<file path="config.mk">
export PLATFORM = sky130hd
export DESIGN_NAME = tmbcr_fifo
export DESIGN_NICKNAME = d
export VERILOG_FILES = /design/src/hdl/tmbcr_fifo.sv
export SDC_FILE = /design/constraint.sdc
export NUM_CORES = 1
export LEC_CHECK = 0
export ABC_AREA = 0
export BUFFER_PORTS_ARGS = -buffer_cell sky130_fd_sc_hd__buf_2
export CORE_UTILIZATION = 45
export CTS_CLUSTER_DIAMETER = 50
export DETAILED_ROUTE_END_ITERATION = 10
export GPL_TIMING_DRIVEN = 0
export HOLD_SLACK_MARGIN = 0.06
export SYNTH_ARGS = -nofsm -noshare
export SYNTH_HDL_FRONTEND = slang
export SYNTH_SLANG_ARGS = --single-unit
</file>
<file path="constraint.sdc">
create_clock -name clk -period 2.05 [get_ports clk]
set_input_delay 0.41 -clock clk [delete_from_list [all_inputs] [get_ports clk]]
set_output_delay 0.41 -clock clk [all_outputs]
set_load 0.03 [all_outputs]
</file>
<file path="src/hdl/tmbcr_fifo.sv">
// Small register FIFO used between front and back and on the result side.
// Depends on nothing; payload type is a parameter.
`default_nettype none

module tmbcr_fifo #(
  parameter type T     = logic,
  parameter int  DEPTH = 4
) (
  input  logic clk,
  input  logic rst_n,
  input  logic wr_en,
  input  T     wr_data,
  output logic can_take,
  input  logic rd_en,
  output logic empty,
  output T     rd_data
);

  localparam int PW = (DEPTH > 1) ? $clog2(DEPTH) : 1;

  T               mem_r [DEPTH];
  logic [PW-1:0]  wr_ptr_r, wr_ptr_nxt;
  logic [PW-1:0]  rd_ptr_r, rd_ptr_nxt;
  logic [PW:0]    count_r, count_nxt;

  assign can_take = (count_r < (PW+1)'(DEPTH));
  assign empty    = (count_r == '0);
  assign rd_data  = mem_r[rd_ptr_r];

  always_comb begin
    wr_ptr_nxt = wr_ptr_r;
    rd_ptr_nxt = rd_ptr_r;
    count_nxt  = count_r;
    if (wr_en) begin
      wr_ptr_nxt = (wr_ptr_r == PW'(DEPTH - 1)) ? '0 : wr_ptr_r + 1'b1;
    end
    if (rd_en) begin
      rd_ptr_nxt = (rd_ptr_r == PW'(DEPTH - 1)) ? '0 : rd_ptr_r + 1'b1;
    end
    case ({wr_en, rd_en})
      2'b10:   count_nxt = count_r + 1'b1;
      2'b01:   count_nxt = count_r - 1'b1;
      default: count_nxt = count_r;
    endcase
  end

  always_ff @(posedge clk) begin
    if (!rst_n) begin
      wr_ptr_r <= '0;
      rd_ptr_r <= '0;
      count_r  <= '0;
    end else begin
      wr_ptr_r <= wr_ptr_nxt;
      rd_ptr_r <= rd_ptr_nxt;
      count_r  <= count_nxt;
    end
  end

  always_ff @(posedge clk) begin
    if (wr_en) begin
      mem_r[wr_ptr_r] <= wr_data;
    end
  end

endmodule

`default_nettype wire

</file>
==> results by group <==
Run status
  – Status: finished clean

Clock tree
  – H-tree depth: 1
  – # Post-CTS Setup Buffers: 0
  – Clk Latency, worst-skew pair: 260 ps
  – Clock tree buffer depth: 2
  – TritonCTS clock tree: yes
  – Clock Tree Root: clkbuf_4
  – Hold buffers post-CTS: 0
  – Clock Sinks: 13
  – Num CTS Buffers: 3
  – Clk slew on worst S/H paths: 70 ps
  – Post-CTS resize count: 0

Power and ir drop
  – VDD IR max: ~0.53 mV
  – Design Power: 552.7 uW
  – PD cells: about 810 mW/mm^2
  – Leakage: 0.2853 nW

Synth
  – Synth Cell Area: 601.8 um^2
  – Top FF cell, synth: dfxtp_1
  – Synth area leaders: dfxtp_1 (30%), edfxtp_1 (20%), ha_1 (12%)
  – Cells after synthesis: 52
  – Asr flop ratio synth: 0%
  – Most common cell in the netlist: dfxtp_1
  – Sequential-to-total area share from yosys stat: between 40% and 50%
  – Post-synth top area share: 29.94%
  – Top cells by count, synth: dfxtp_1 (9), inv_1 (7), and2_1 (6), ha_1 (6), edfxtp_1 (4)
  – Distinct cells, synth: 19
  – #FFs+latches synth: 13
  – Post-Synthesis Mean Instance Area: roughly 12 um^2
  – Post-Syn Nets: 64
  – Dominant cell type by area after synthesis: dfxtp_1
  – Synth warnings: 0
  – Post-synth EDFFs: 4

Route
  – Post-route DRC: 0
  – Via count: 371
  – Initial DRC count: 7
  – Overall routed net length: 812 um
  – Final ANT Viol Nets: 0
  – First-pass DRT Iterations: 3
  – WL/cell: 10.55 um
  – Vias/cell: about 4.8

STA
  – Tightest Pin Transition: about 160 ps
  – Setup violations, final: 0
  – Final-report max-slew violation count: 0
  – Worst Skew: 3.799 ps
  – Hold Worst Slack: 359.4 ps
  – RSZ-0062 raised after global routing: no
  – Max-slew headroom: about nine tenths
  – Fin. Hold Viols: 0
  – Post-route minimum period: about 1700 ps
  – Period utilization: between 80 and 90%
  – Post-route setup slack: roughly 370 ps
  – Max Freq: just under 600 MHz
  – TNS Setup: 0 ps

Die
  – Initial core utilization: 51.39%
  – Die Span X: 38.57 um
  – Row Count: 12
  – Die Y: 38.57 um
  – Num ports: 8
  – Core ar.: 0.001171 mm^2
  – Die footprint: 0.001488 mm^2

Critical path
  – Slowest cell on crit path: mux4_2
  – Startpoint Class: flop
  – Worst Setup Path Type: reg2out
  – CP Data Required Time: about 1600 ps
  – Cells along the critical path: mux4_2 > buf_2
  – FF-to-FF Start: count_r[0]
  – Worst path bufs/invs: 1
  – Worst path max stage delay: 450 ps
  – R2R Setup Slk: approximately 510 ps
  – Critical Path AT: 1270 ps
  – CP Max Fanout: 1
  – CP endpoint kind: output pin
  – R2R Path End: count_r[2]
  – Crit path max-delay family: multiplexers
  – Worst Reg-to-Reg Cells: 5

Place
  – Pre-CTS setup slack: 123.5 ps
  – Placed Instances: 73
  – Area post-placement: between 600 and 700 um^2
  – Routability cong.: about 0.70
  – Port-buffer cells: 7
  – Dpl hpwl: 677 um

Global routing
  – Vias in the first global route: 343
  – Largest net degree at the start of global routing: 8
  – First-pass GRT wire length: 1338 um
  – Total Routing Usage GR: between 10% and 20%
  – Total gr overflow: 0
  – Initial antenna violation count: 0

Layout
  – Area Overhead vs Synth: 13.10%
  – # diodes: 0
  – Fin area: ~680 um^2
  – Share of cells above drive strength 1: 17.46%
  – Post-Layout Cell Count: 77
  – Finished Core Util: between 50% and 60%
  – Nets: between 70 and 80

Min path
  – Worst hold path class: in2reg
  – Min-Delay Startpoint: wr_data
  – Worst Hold End: mem_r[1]
  – WHS Path Cells: 1

Flow run
  – Max-Cap Viols: 0
[where the power goes]
| part | switching (mW) | internal (mW) | total (mW) |
|---|---|---|---|
| Sequential | 0.0139 | 0.286 | 0.300 |
| Clock | 0.0724 | 0.0751 | 0.147 |
| Combinational | 0.0602 | 0.0454 | 0.106 |
[routing by layer]
layer	part of all wire [%]	wire length, um	vias up	track usage, %
met5	0	0	-	0
met4	0	0	0	5.172
met3	2.6	21	0	5.202
met2	54	436	3	25.00
met1	44	354	172	13.75
li1	-	-	196	-
[worst max-delay path by stage]
stage / startpoint / endpoint / slack [ps] / cells after the start
2_1_floorplan: wr_en / count_r[2] / 370 / 7
6_report: mem_r[2] / rd_data / 370 / 2
3_3_place_gp: wr_en / count_r[2] / 180 / 8
5_1_grt: wr_en / count_r[2] / 280 / 8
4_1_cts: mem_r[2] / rd_data / 370 / 2
3_5_place_dp: wr_en / count_r[2] / 120 / 8
[layout by cell type, fill, tap and decap left out, types with 2 or more instances in the layout]
| cell type | n |
|---|---|
| edfxtp_1 | 4 |
| dfxtp_1 | 9 |
| mux2i_1 | 2 |
| o21a_1 | 2 |
| clkbuf_4 | 3 |
| o21ai_0 | 2 |
| buf_2 | 7 |
| and2_1 | 6 |
| nor3_1 | 2 |
| nor2b_1 | 3 |
| ha_1 | 6 |
| inv_1 | 7 |
[cell families after synthesis]
group                      synth area share, %
adders and majority gates                15.80
muxes                                    7.068
DFF                                      49.90
AOI/OAI and AO/OA                        5.405
buffers and inverters                    4.367
and+or+nand+nor                          14.55
xor gates and xnor gates                 2.911
[final cells by class]
class / count / area, um^2
Multi-Input combinational cell: 32 / 275.3
Clock buffer: 4 / 26.28
Timing Repair Buffer: 7 / 35.03
Tap cell: 14 / 17.52
Sequential cell: 13 / 300.3
Inverter: 7 / 26.28
Fill cell: 87 / 490.5
(Power assumes the default switching activity.)
