## config.mk

```make
export PLATFORM = sky130hd
export DESIGN_NAME = tmbcr_back
export DESIGN_NICKNAME = d
export VERILOG_FILES = /design/src/hdl/tmbcr_pkg.sv /design/src/hdl/tmbcr_push.sv /design/src/hdl/tmbcr_back.sv
export SDC_FILE = /design/constraint.sdc
export NUM_CORES = 2
export LEC_CHECK = 0
export BUFFER_PORTS_ARGS = -buffer_cell sky130_fd_sc_hd__buf_2
export CAP_MARGIN = 30
export CORE_MARGIN = 5
export CORE_UTILIZATION = 37
export DETAILED_ROUTE_END_ITERATION = 16
export PLACE_DENSITY = 0.61
export SLEW_MARGIN = 20
export SYNTH_ARGS = -nofsm -noshare
export SYNTH_HDL_FRONTEND = slang
export SYNTH_SLANG_ARGS = --single-unit
```

## constraint.sdc

```tcl
create_clock -name clk -period 43.6 [get_ports clk]
set_input_delay 2.18 -clock clk [delete_from_list [all_inputs] [get_ports clk]]
set_output_delay 2.18 -clock clk [all_outputs]
set_load 0.01 [all_outputs]
```

## src/hdl/tmbcr_pkg.sv

```systemverilog
// Package for the tile map box collision resolve unit: constants, payload
// and job types. No dependencies.
`default_nettype none

package tmbcr_pkg;

  // geometry, pixels
  localparam int TILE_SIZE  = 64;
  localparam int BOX_SIZE   = 60;
  localparam int BOX_HALF   = 30;
  localparam int FRAC_BITS  = 8;

  // geometry in fixed-point units
  localparam int TILE_SHIFT  = $clog2(TILE_SIZE) + FRAC_BITS;
  localparam int BOX_Q       = BOX_SIZE << FRAC_BITS;
  localparam int BOX_HALF_Q  = BOX_HALF << FRAC_BITS;
  localparam int TILE_HALF_Q = TILE_SIZE << (FRAC_BITS - 1);
  localparam int MIN_DIST_Q  = BOX_HALF_Q + TILE_HALF_Q;

  // widths
  localparam int POS_W     = 24;  // port positions
  localparam int WPOS_W    = 26;  // positions during pushes
  localparam int DIFF_W    = 28;  // offset from tile center
  localparam int DIST_W    = 15;  // holds MIN_DIST_Q
  localparam int IDX_W     = 10;  // tile index inside the map
  localparam int CIDX_W    = 12;  // signed corner tile index
  localparam int CFG_W     = 8;
  localparam int CFG_IDX_W = 1;

  localparam logic signed [WPOS_W-1:0] WPOS_MAX = WPOS_W'(2**(POS_W-1) - 1);
  localparam logic signed [WPOS_W-1:0] WPOS_MIN = WPOS_W'(-(2**(POS_W-1)));

  localparam logic [CFG_W-1:0] CFG_RESET = 8'd128;

  // item modes
  localparam logic MODE_WRITE   = 1'b0;
  localparam logic MODE_RESOLVE = 1'b1;

  // register indexes
  localparam logic [CFG_IDX_W-1:0] CFG_MAP_COLS = 1'b0;
  localparam logic [CFG_IDX_W-1:0] CFG_MAP_ROWS = 1'b1;

  typedef struct packed {
    logic                    mode;
    logic [6:0]              tile_col;
    logic [6:0]              tile_row;
    logic                    tile_solid;
    logic signed [POS_W-1:0] pos_x;
    logic signed [POS_W-1:0] pos_y;
  } tmbcr_in_t;

  typedef struct packed {
    logic signed [POS_W-1:0] new_x;
    logic signed [POS_W-1:0] new_y;
    logic                    collided;
  } tmbcr_out_t;

  // classified resolve job, corners in order TL, TR, BL, BR
  typedef struct packed {
    logic [3:0]              solid;
    logic [3:0][IDX_W-1:0]   col;
    logic [3:0][IDX_W-1:0]   row;
    logic signed [WPOS_W-1:0] px;
    logic signed [WPOS_W-1:0] py;
  } tmbcr_job_t;

endpackage

`default_nettype wire

```

## src/hdl/tmbcr_push.sv

```systemverilog
// One push-out step against corner K, three register stages.
// Depends on tmbcr_pkg.
`default_nettype none

module tmbcr_push #(
  parameter int K = 0
) (
  input  logic                  clk,
  input  logic                  rst_n,
  input  logic                  en,
  input  logic                  in_valid,
  input  tmbcr_pkg::tmbcr_job_t in_job,
  output logic                  out_valid,
  output tmbcr_pkg::tmbcr_job_t out_job
);

  localparam int DIFF_W = tmbcr_pkg::DIFF_W;
  localparam int WPOS_W = tmbcr_pkg::WPOS_W;
  localparam int DIST_W = tmbcr_pkg::DIST_W;

  localparam logic signed [DIFF_W-1:0] DX_OFS =
    DIFF_W'(tmbcr_pkg::BOX_HALF_Q - tmbcr_pkg::TILE_HALF_Q);
  localparam logic signed [DIFF_W:0] MIN_DIST = (DIFF_W+1)'(tmbcr_pkg::MIN_DIST_Q);

  logic signed [DIFF_W-1:0] dx, dy;
  logic [DIFF_W-1:0]        ax, ay;
  logic signed [DIFF_W:0]   xd, yd;
  logic                     xpos, ypos;
  logic signed [WPOS_W-1:0] mx, my;
  tmbcr_pkg::tmbcr_job_t    c_job;

  logic                     a_v_r, b_v_r, c_v_r;
  tmbcr_pkg::tmbcr_job_t    a_job_r, b_job_r, c_job_r;
  logic signed [DIFF_W-1:0] a_dx_r, a_dy_r;
  logic signed [DIFF_W:0]   b_xd_r, b_yd_r;
  logic                     b_xneg_r, b_yneg_r;

  // box center minus tile center
  always_comb begin
    dx = $signed(DIFF_W'(in_job.px))
       - $signed(DIFF_W'({in_job.col[K], {tmbcr_pkg::TILE_SHIFT{1'b0}}})) + DX_OFS;
    dy = $signed(DIFF_W'(in_job.py))
       - $signed(DIFF_W'({in_job.row[K], {tmbcr_pkg::TILE_SHIFT{1'b0}}})) + DX_OFS;
  end

  // penetration depths
  always_comb begin
    ax = a_dx_r[DIFF_W-1] ? DIFF_W'(-a_dx_r) : DIFF_W'(a_dx_r);
    ay = a_dy_r[DIFF_W-1] ? DIFF_W'(-a_dy_r) : DIFF_W'(a_dy_r);
    xd = MIN_DIST - $signed({1'b0, ax});
    yd = MIN_DIST - $signed({1'b0, ay});
  end

  // push along the shallower axis; ties go along y, zero offset goes positive
  always_comb begin
    xpos  = !b_xd_r[DIFF_W] && (b_xd_r != '0);
    ypos  = !b_yd_r[DIFF_W] && (b_yd_r != '0);
    mx    = WPOS_W'(b_xd_r[DIST_W-1:0]);
    my    = WPOS_W'(b_yd_r[DIST_W-1:0]);
    c_job = b_job_r;
    if (b_job_r.solid[K] && xpos && ypos) begin
      if (b_xd_r < b_yd_r) begin
        c_job.px = b_xneg_r ? b_job_r.px - mx : b_job_r.px + mx;
      end else begin
        c_job.py = b_yneg_r ? b_job_r.py - my : b_job_r.py + my;
      end
    end
  end

  always_ff @(posedge clk) begin
    if (!rst_n) begin
      a_v_r <= 1'b0;
      b_v_r <= 1'b0;
      c_v_r <= 1'b0;
    end else if (en) begin
      a_v_r <= in_valid;
      b_v_r <= a_v_r;
      c_v_r <= b_v_r;
    end
  end

  always_ff @(posedge clk) begin
    if (en) begin
      a_job_r  <= in_job;
      a_dx_r   <= dx;
      a_dy_r   <= dy;
      b_job_r  <= a_job_r;
      b_xd_r   <= xd;
      b_yd_r   <= yd;
      b_xneg_r <= a_dx_r[DIFF_W-1];
      b_yneg_r <= a_dy_r[DIFF_W-1];
      c_job_r  <= c_job;
    end
  end

  assign out_valid = c_v_r;
  assign out_job   = c_job_r;

endmodule

`default_nettype wire

```

## src/hdl/tmbcr_back.sv

```systemverilog
// Back end: four push steps in corner order, then saturation to the port
// format. Depends on tmbcr_pkg and tmbcr_push.
`default_nettype none

module tmbcr_back (
  input  logic                  clk,
  input  logic                  rst_n,
  input  logic                  job_avail,
  input  tmbcr_pkg::tmbcr_job_t job,
  output logic                  job_take,
  output logic                  res_valid,
  output tmbcr_pkg::tmbcr_out_t res,
  input  logic                  res_ready
);

  localparam int POS_W = tmbcr_pkg::POS_W;

  logic                              en;
  logic [4:0]                        stg_v;
  tmbcr_pkg::tmbcr_job_t [4:0]       stg_job;
  logic signed [tmbcr_pkg::WPOS_W-1:0] sx, sy;

  logic                  res_v_r;
  tmbcr_pkg::tmbcr_out_t res_r;

  // whole pipeline holds only when the finished result cannot leave
  assign en       = !res_v_r || res_ready;
  assign job_take = en && job_avail;

  assign stg_v[0]   = job_avail;
  assign stg_job[0] = job;

  for (genvar k = 0; k < 4; k++) begin : g_step
    tmbcr_push #(.K(k)) u_push (
      .clk       (clk),
      .rst_n     (rst_n),
      .en        (en),
      .in_valid  (stg_v[k]),
      .in_job    (stg_job[k]),
      .out_valid (stg_v[k+1]),
      .out_job   (stg_job[k+1])
    );
  end

  always_comb begin
    if (stg_job[4].px > tmbcr_pkg::WPOS_MAX) begin
      sx = tmbcr_pkg::WPOS_MAX;
    end else if (stg_job[4].px < tmbcr_pkg::WPOS_MIN) begin
      sx = tmbcr_pkg::WPOS_MIN;
    end else begin
      sx = stg_job[4].px;
    end
    if (stg_job[4].py > tmbcr_pkg::WPOS_MAX) begin
      sy = tmbcr_pkg::WPOS_MAX;
    end else if (stg_job[4].py < tmbcr_pkg::WPOS_MIN) begin
      sy = tmbcr_pkg::WPOS_MIN;
    end else begin
      sy = stg_job[4].py;
    end
  end

  always_ff @(posedge clk) begin
    if (!rst_n) begin
      res_v_r <= 1'b0;
    end else if (en) begin
      res_v_r <= stg_v[4];
    end
  end

  always_ff @(posedge clk) begin
    if (en) begin
      res_r.new_x    <= sx[POS_W-1:0];
      res_r.new_y    <= sy[POS_W-1:0];
      res_r.collided <= |stg_job[4].solid;
    end
  end

  assign res_valid = res_v_r;
  assign res       = res_r;

endmodule

`default_nettype wire

```

==> reports/metrics.yaml <==
route:
  drt_iter0_markers: 3332
  num_vias: 50700
  first_pass_iters: 6
  post_drt_via_cell_ratio: 5.07
  drt-wirelength-per-cell_um: 15.8
  antenna_left: 0
  route.final.wire_length_mm: 158
  drc_errors: 0
synth:
  post_syn_instances: 6832
  post_synth_num_cell_types: 94
  yosysWarningCount: 0
  avgSynthCellArea_sq_um: 11.5
  synth-compound-area-share: 0.111
  synth_seq_cells: 1478
  postSynth.topFlopCell: "edfxtp_1"
  largest_family_of_logic_cells_by_synthesized_area: "simple AND/OR/NAND/NOR gates"
  area_share_of_xor_xnor_cells_in_the_synthesized_design: 0.0897
  syn-cell-area_sq_mm: 0.0788
  simple_logic_cell_fraction_of_the_synthesized_area: 0.130
  synth_async_sr_flop_share: 0
  synthesis.nets: 7396
  portion_of_netlist_area_occupied_by_mux_cells: 0.0121
  synth-edff-count: 1465
  synthAdderAreaFrac: 0.0681
  seq_area_frac_synth: 0.561
run_status:
  run_status: "finished, final reports clean"
timing:
  worst-slew-pin-transition_ns: 1.10
  period_share: 0.132
  max_clock_freq_mhz: 174
  final.setup.tns_ns: 0
  setup_viol: 0
  hold_violations: 0
  drv_slew: 0
  rsz0062_at_grt: "false"
  period_minus_slack_ns: 5.76
  slew-limit-headroom: 0.264
  final.setup.worst_slack_ns: 37.84
  final.setup_skew_ns: 0.0391
die:
  pin_count: 191
  rows: 169
  initial_core_util: 0.372
  die_width_um: 472
  die_height_um: 472
  core_area_sq_mm: 0.212
  die_area_sq_mm: 0.222
grt:
  global_route.usage.total: 0.139
  grt_antenna_before_repair: 4
  grt_start_max_net_pins: 192
  gr-total-overflow: 0
  grt_first_pass_wirelength_mm: 255
  first_global_vias: 49600
critical_path:
  worst_r2r_startpoint: "g_step[1].u_push.b_yd_r[0]"
  crit-reg2reg-capture: "g_step[1].u_push.out_job[25]"
  worst_ep_required_time_ns: 41.42
  timing.critical_path.from: "res_ready"
  ff2ff_path_depth: 18
  ff2ff_setup_slack_ns: 38.74
  critical_path.endpoint_type: "output pin"
  critPathKind: "in2out"
  crit_path_max_fanout: 108
  critical_path_arrival_ns: 3.58
  endpoint: "job_take"
  start_kind: "input pin"
final_layout:
  nets: 7608
  layout.cells.most_common_list: "1,465 x edfxtp_1, 549 x nand2_1, 539 x nor2_1"
  synthToLayoutAreaGrowth_pct: 12.0
  most_frequent_standard_cell_in_the_layout_excluding_fill_and_tap_cells: "edfxtp_1"
  post-route-cell-area_sq_mm: 0.0883
  multi_input_combinational_cell_area_sq_mm: 0.0324
  num-fill-cells: 19800
  seqCellArea_sq_mm: 0.0443
  drive_gt1_frac: 0.0842
  post-route-util: 0.416
placed_design:
  gp_congestion: 0.846
  dp.final_hpwl_mm: 116
  placement.io_buffers: 190
  postPlaceCellArea_sq_mm: 0.0829
  place_ws_ns: 37.45
power:
  power.ir.vdd_worst_mv: 0.0404
  power.density_cell_area_mw_per_mm2: 44.8
  total_leakage_power_nw: 34.2
cts:
  clock_path_buffers: 3
  postCtsSetupBuffers: 0
  clock-root-buffer: "clkbuf_16"
  cts_hold_buffers: 0
  post_cts.resized_instances: 0
  insertion_delay_ns: 0.81
  htreeDepth: 4
  clock_sink_count: 1478
  clk_pin_slew_worst_paths_ns: 0.06
  cts_made_buffers: 164
  tritoncts: "done"
job:
  maxCapViolCount: 0
hold_path:
  hold_path.class: "reg2reg"
==> synthesized netlist by cell type (all sizes together), types with 84 or more instances <==
| library cell | count | share of area |
|---|---|---|
| a21o | 128 | 0.012 |
| a21oi | 299 | 0.019 |
| clkbuf | 172 | 0.0082 |
| edfxtp | 1465 | 0.56 |
| ha | 416 | 0.066 |
| inv | 377 | 0.018 |
| nand2 | 549 | 0.026 |
| nand2b | 114 | 0.0091 |
| nand3 | 130 | 0.0083 |
| nor2 | 540 | 0.026 |
| nor2b | 84 | 0.0067 |
| nor3 | 201 | 0.013 |
| o21ai | 396 | 0.025 |
| xnor2 | 475 | 0.053 |
| xor2 | 332 | 0.037 |
==> metrics by stage <==
| stage | total power [mW] | hold slack (ns) | cells |
|---|---|---|---|
| after CTS | 4.00 | 0.387 | 9987 |
| after global routing | 4.18 | 0.402 | 9991 |
| after global placement | 2.62 | 0.400 | 9695 |
| after detailed placement | 2.64 | 0.405 | 9695 |
| after floorplan | 2.44 | 0.400 | 6832 |
| final | 3.95 | 0.394 | 9993 |
==> critical path, cell delays in order <==
cell and delay, ns:
buf_2 0.08, nor2b_1 0.03, buf_4 0.19, inv_8 0.49, and2_1 0.24, buf_2 0.25
==> how the worst min path moves through the flow <==
stage                                        from                             to  slack [ns]  cells past startpoint
global placement      g_step[1].u_push.out_job[4]     g_step[2].u_push.a_dy_r[4]        0.40                      0
CTS                  g_step[0].u_push.a_job_r[66]   g_step[0].u_push.b_job_r[66]        0.39                      0
global route         g_step[0].u_push.a_job_r[65]   g_step[0].u_push.b_job_r[65]        0.40                      0
finish               g_step[0].u_push.a_job_r[65]   g_step[0].u_push.b_job_r[65]        0.39                      0
floorplan           g_step[0].u_push.a_job_r[102]  g_step[0].u_push.b_job_r[102]        0.40                      0
detailed placement   g_step[0].u_push.a_job_r[10]   g_step[0].u_push.b_job_r[10]        0.40                      0
==> per-layer routing <==
metal,wire [um],track usage
met1,70100,0.177
met4,4240,0.0433
met5,20,0
met2,78000,0.241
met3,5890,0.0226
==> power by group <==
part | internal (mW) | total, mW | leakage, nW | switching, mW
registers | 1.71 | 1.82 | 15.6 | 0.112
logic | 0.353 | 0.790 | 16.1 | 0.437
clock network | 0.767 | 1.34 | 2.53 | 0.568
total | 2.83 | 3.95 | 34.2 | 1.12
==> flip-flops by register name (all words and copies together), names as in the netlist <==
register,flops
g_step.u_push.b_xneg_r,4
res_valid,1
g_step.u_push.out_job,344
res,49
g_step.u_push.b_yneg_r,4
g_step.u_push.b_yd_r,116
g_step.u_push.b_job_r,336
g_step.u_push.a_dx_r,112
g_step.u_push.b_xd_r,116
g_step.u_push.out_valid,4
g_step.u_push.b_v_r,4
g_step.u_push.a_v_r,4
g_step.u_push.a_dy_r,112
g_step.u_push.a_job_r,272
==> final cells by class <==
cell class                      instances  share of cell area
Clock buffer                          191              0.0481
Multi-Input combinational cell       4780               0.367
Inverter                              378              0.0162
Timing Repair Buffer                  242              0.0160
Sequential cell                      1478               0.501
Antenna cell                            2           0.0000567
Tap cell                             2821              0.0400
Clock inverter                        101              0.0111
==> logic make-up after synthesis <==
| group | Yosys count |
|---|---|
| fa+ha+maj | 424 |
| simple gates | 2088 |
| buf+inv | 574 |
| flops | 1478 |
| compound gates | 1372 |
| mux | 89 |
| xor+xnor | 807 |
No activity file was read; power rests on OpenSTA's default activity.
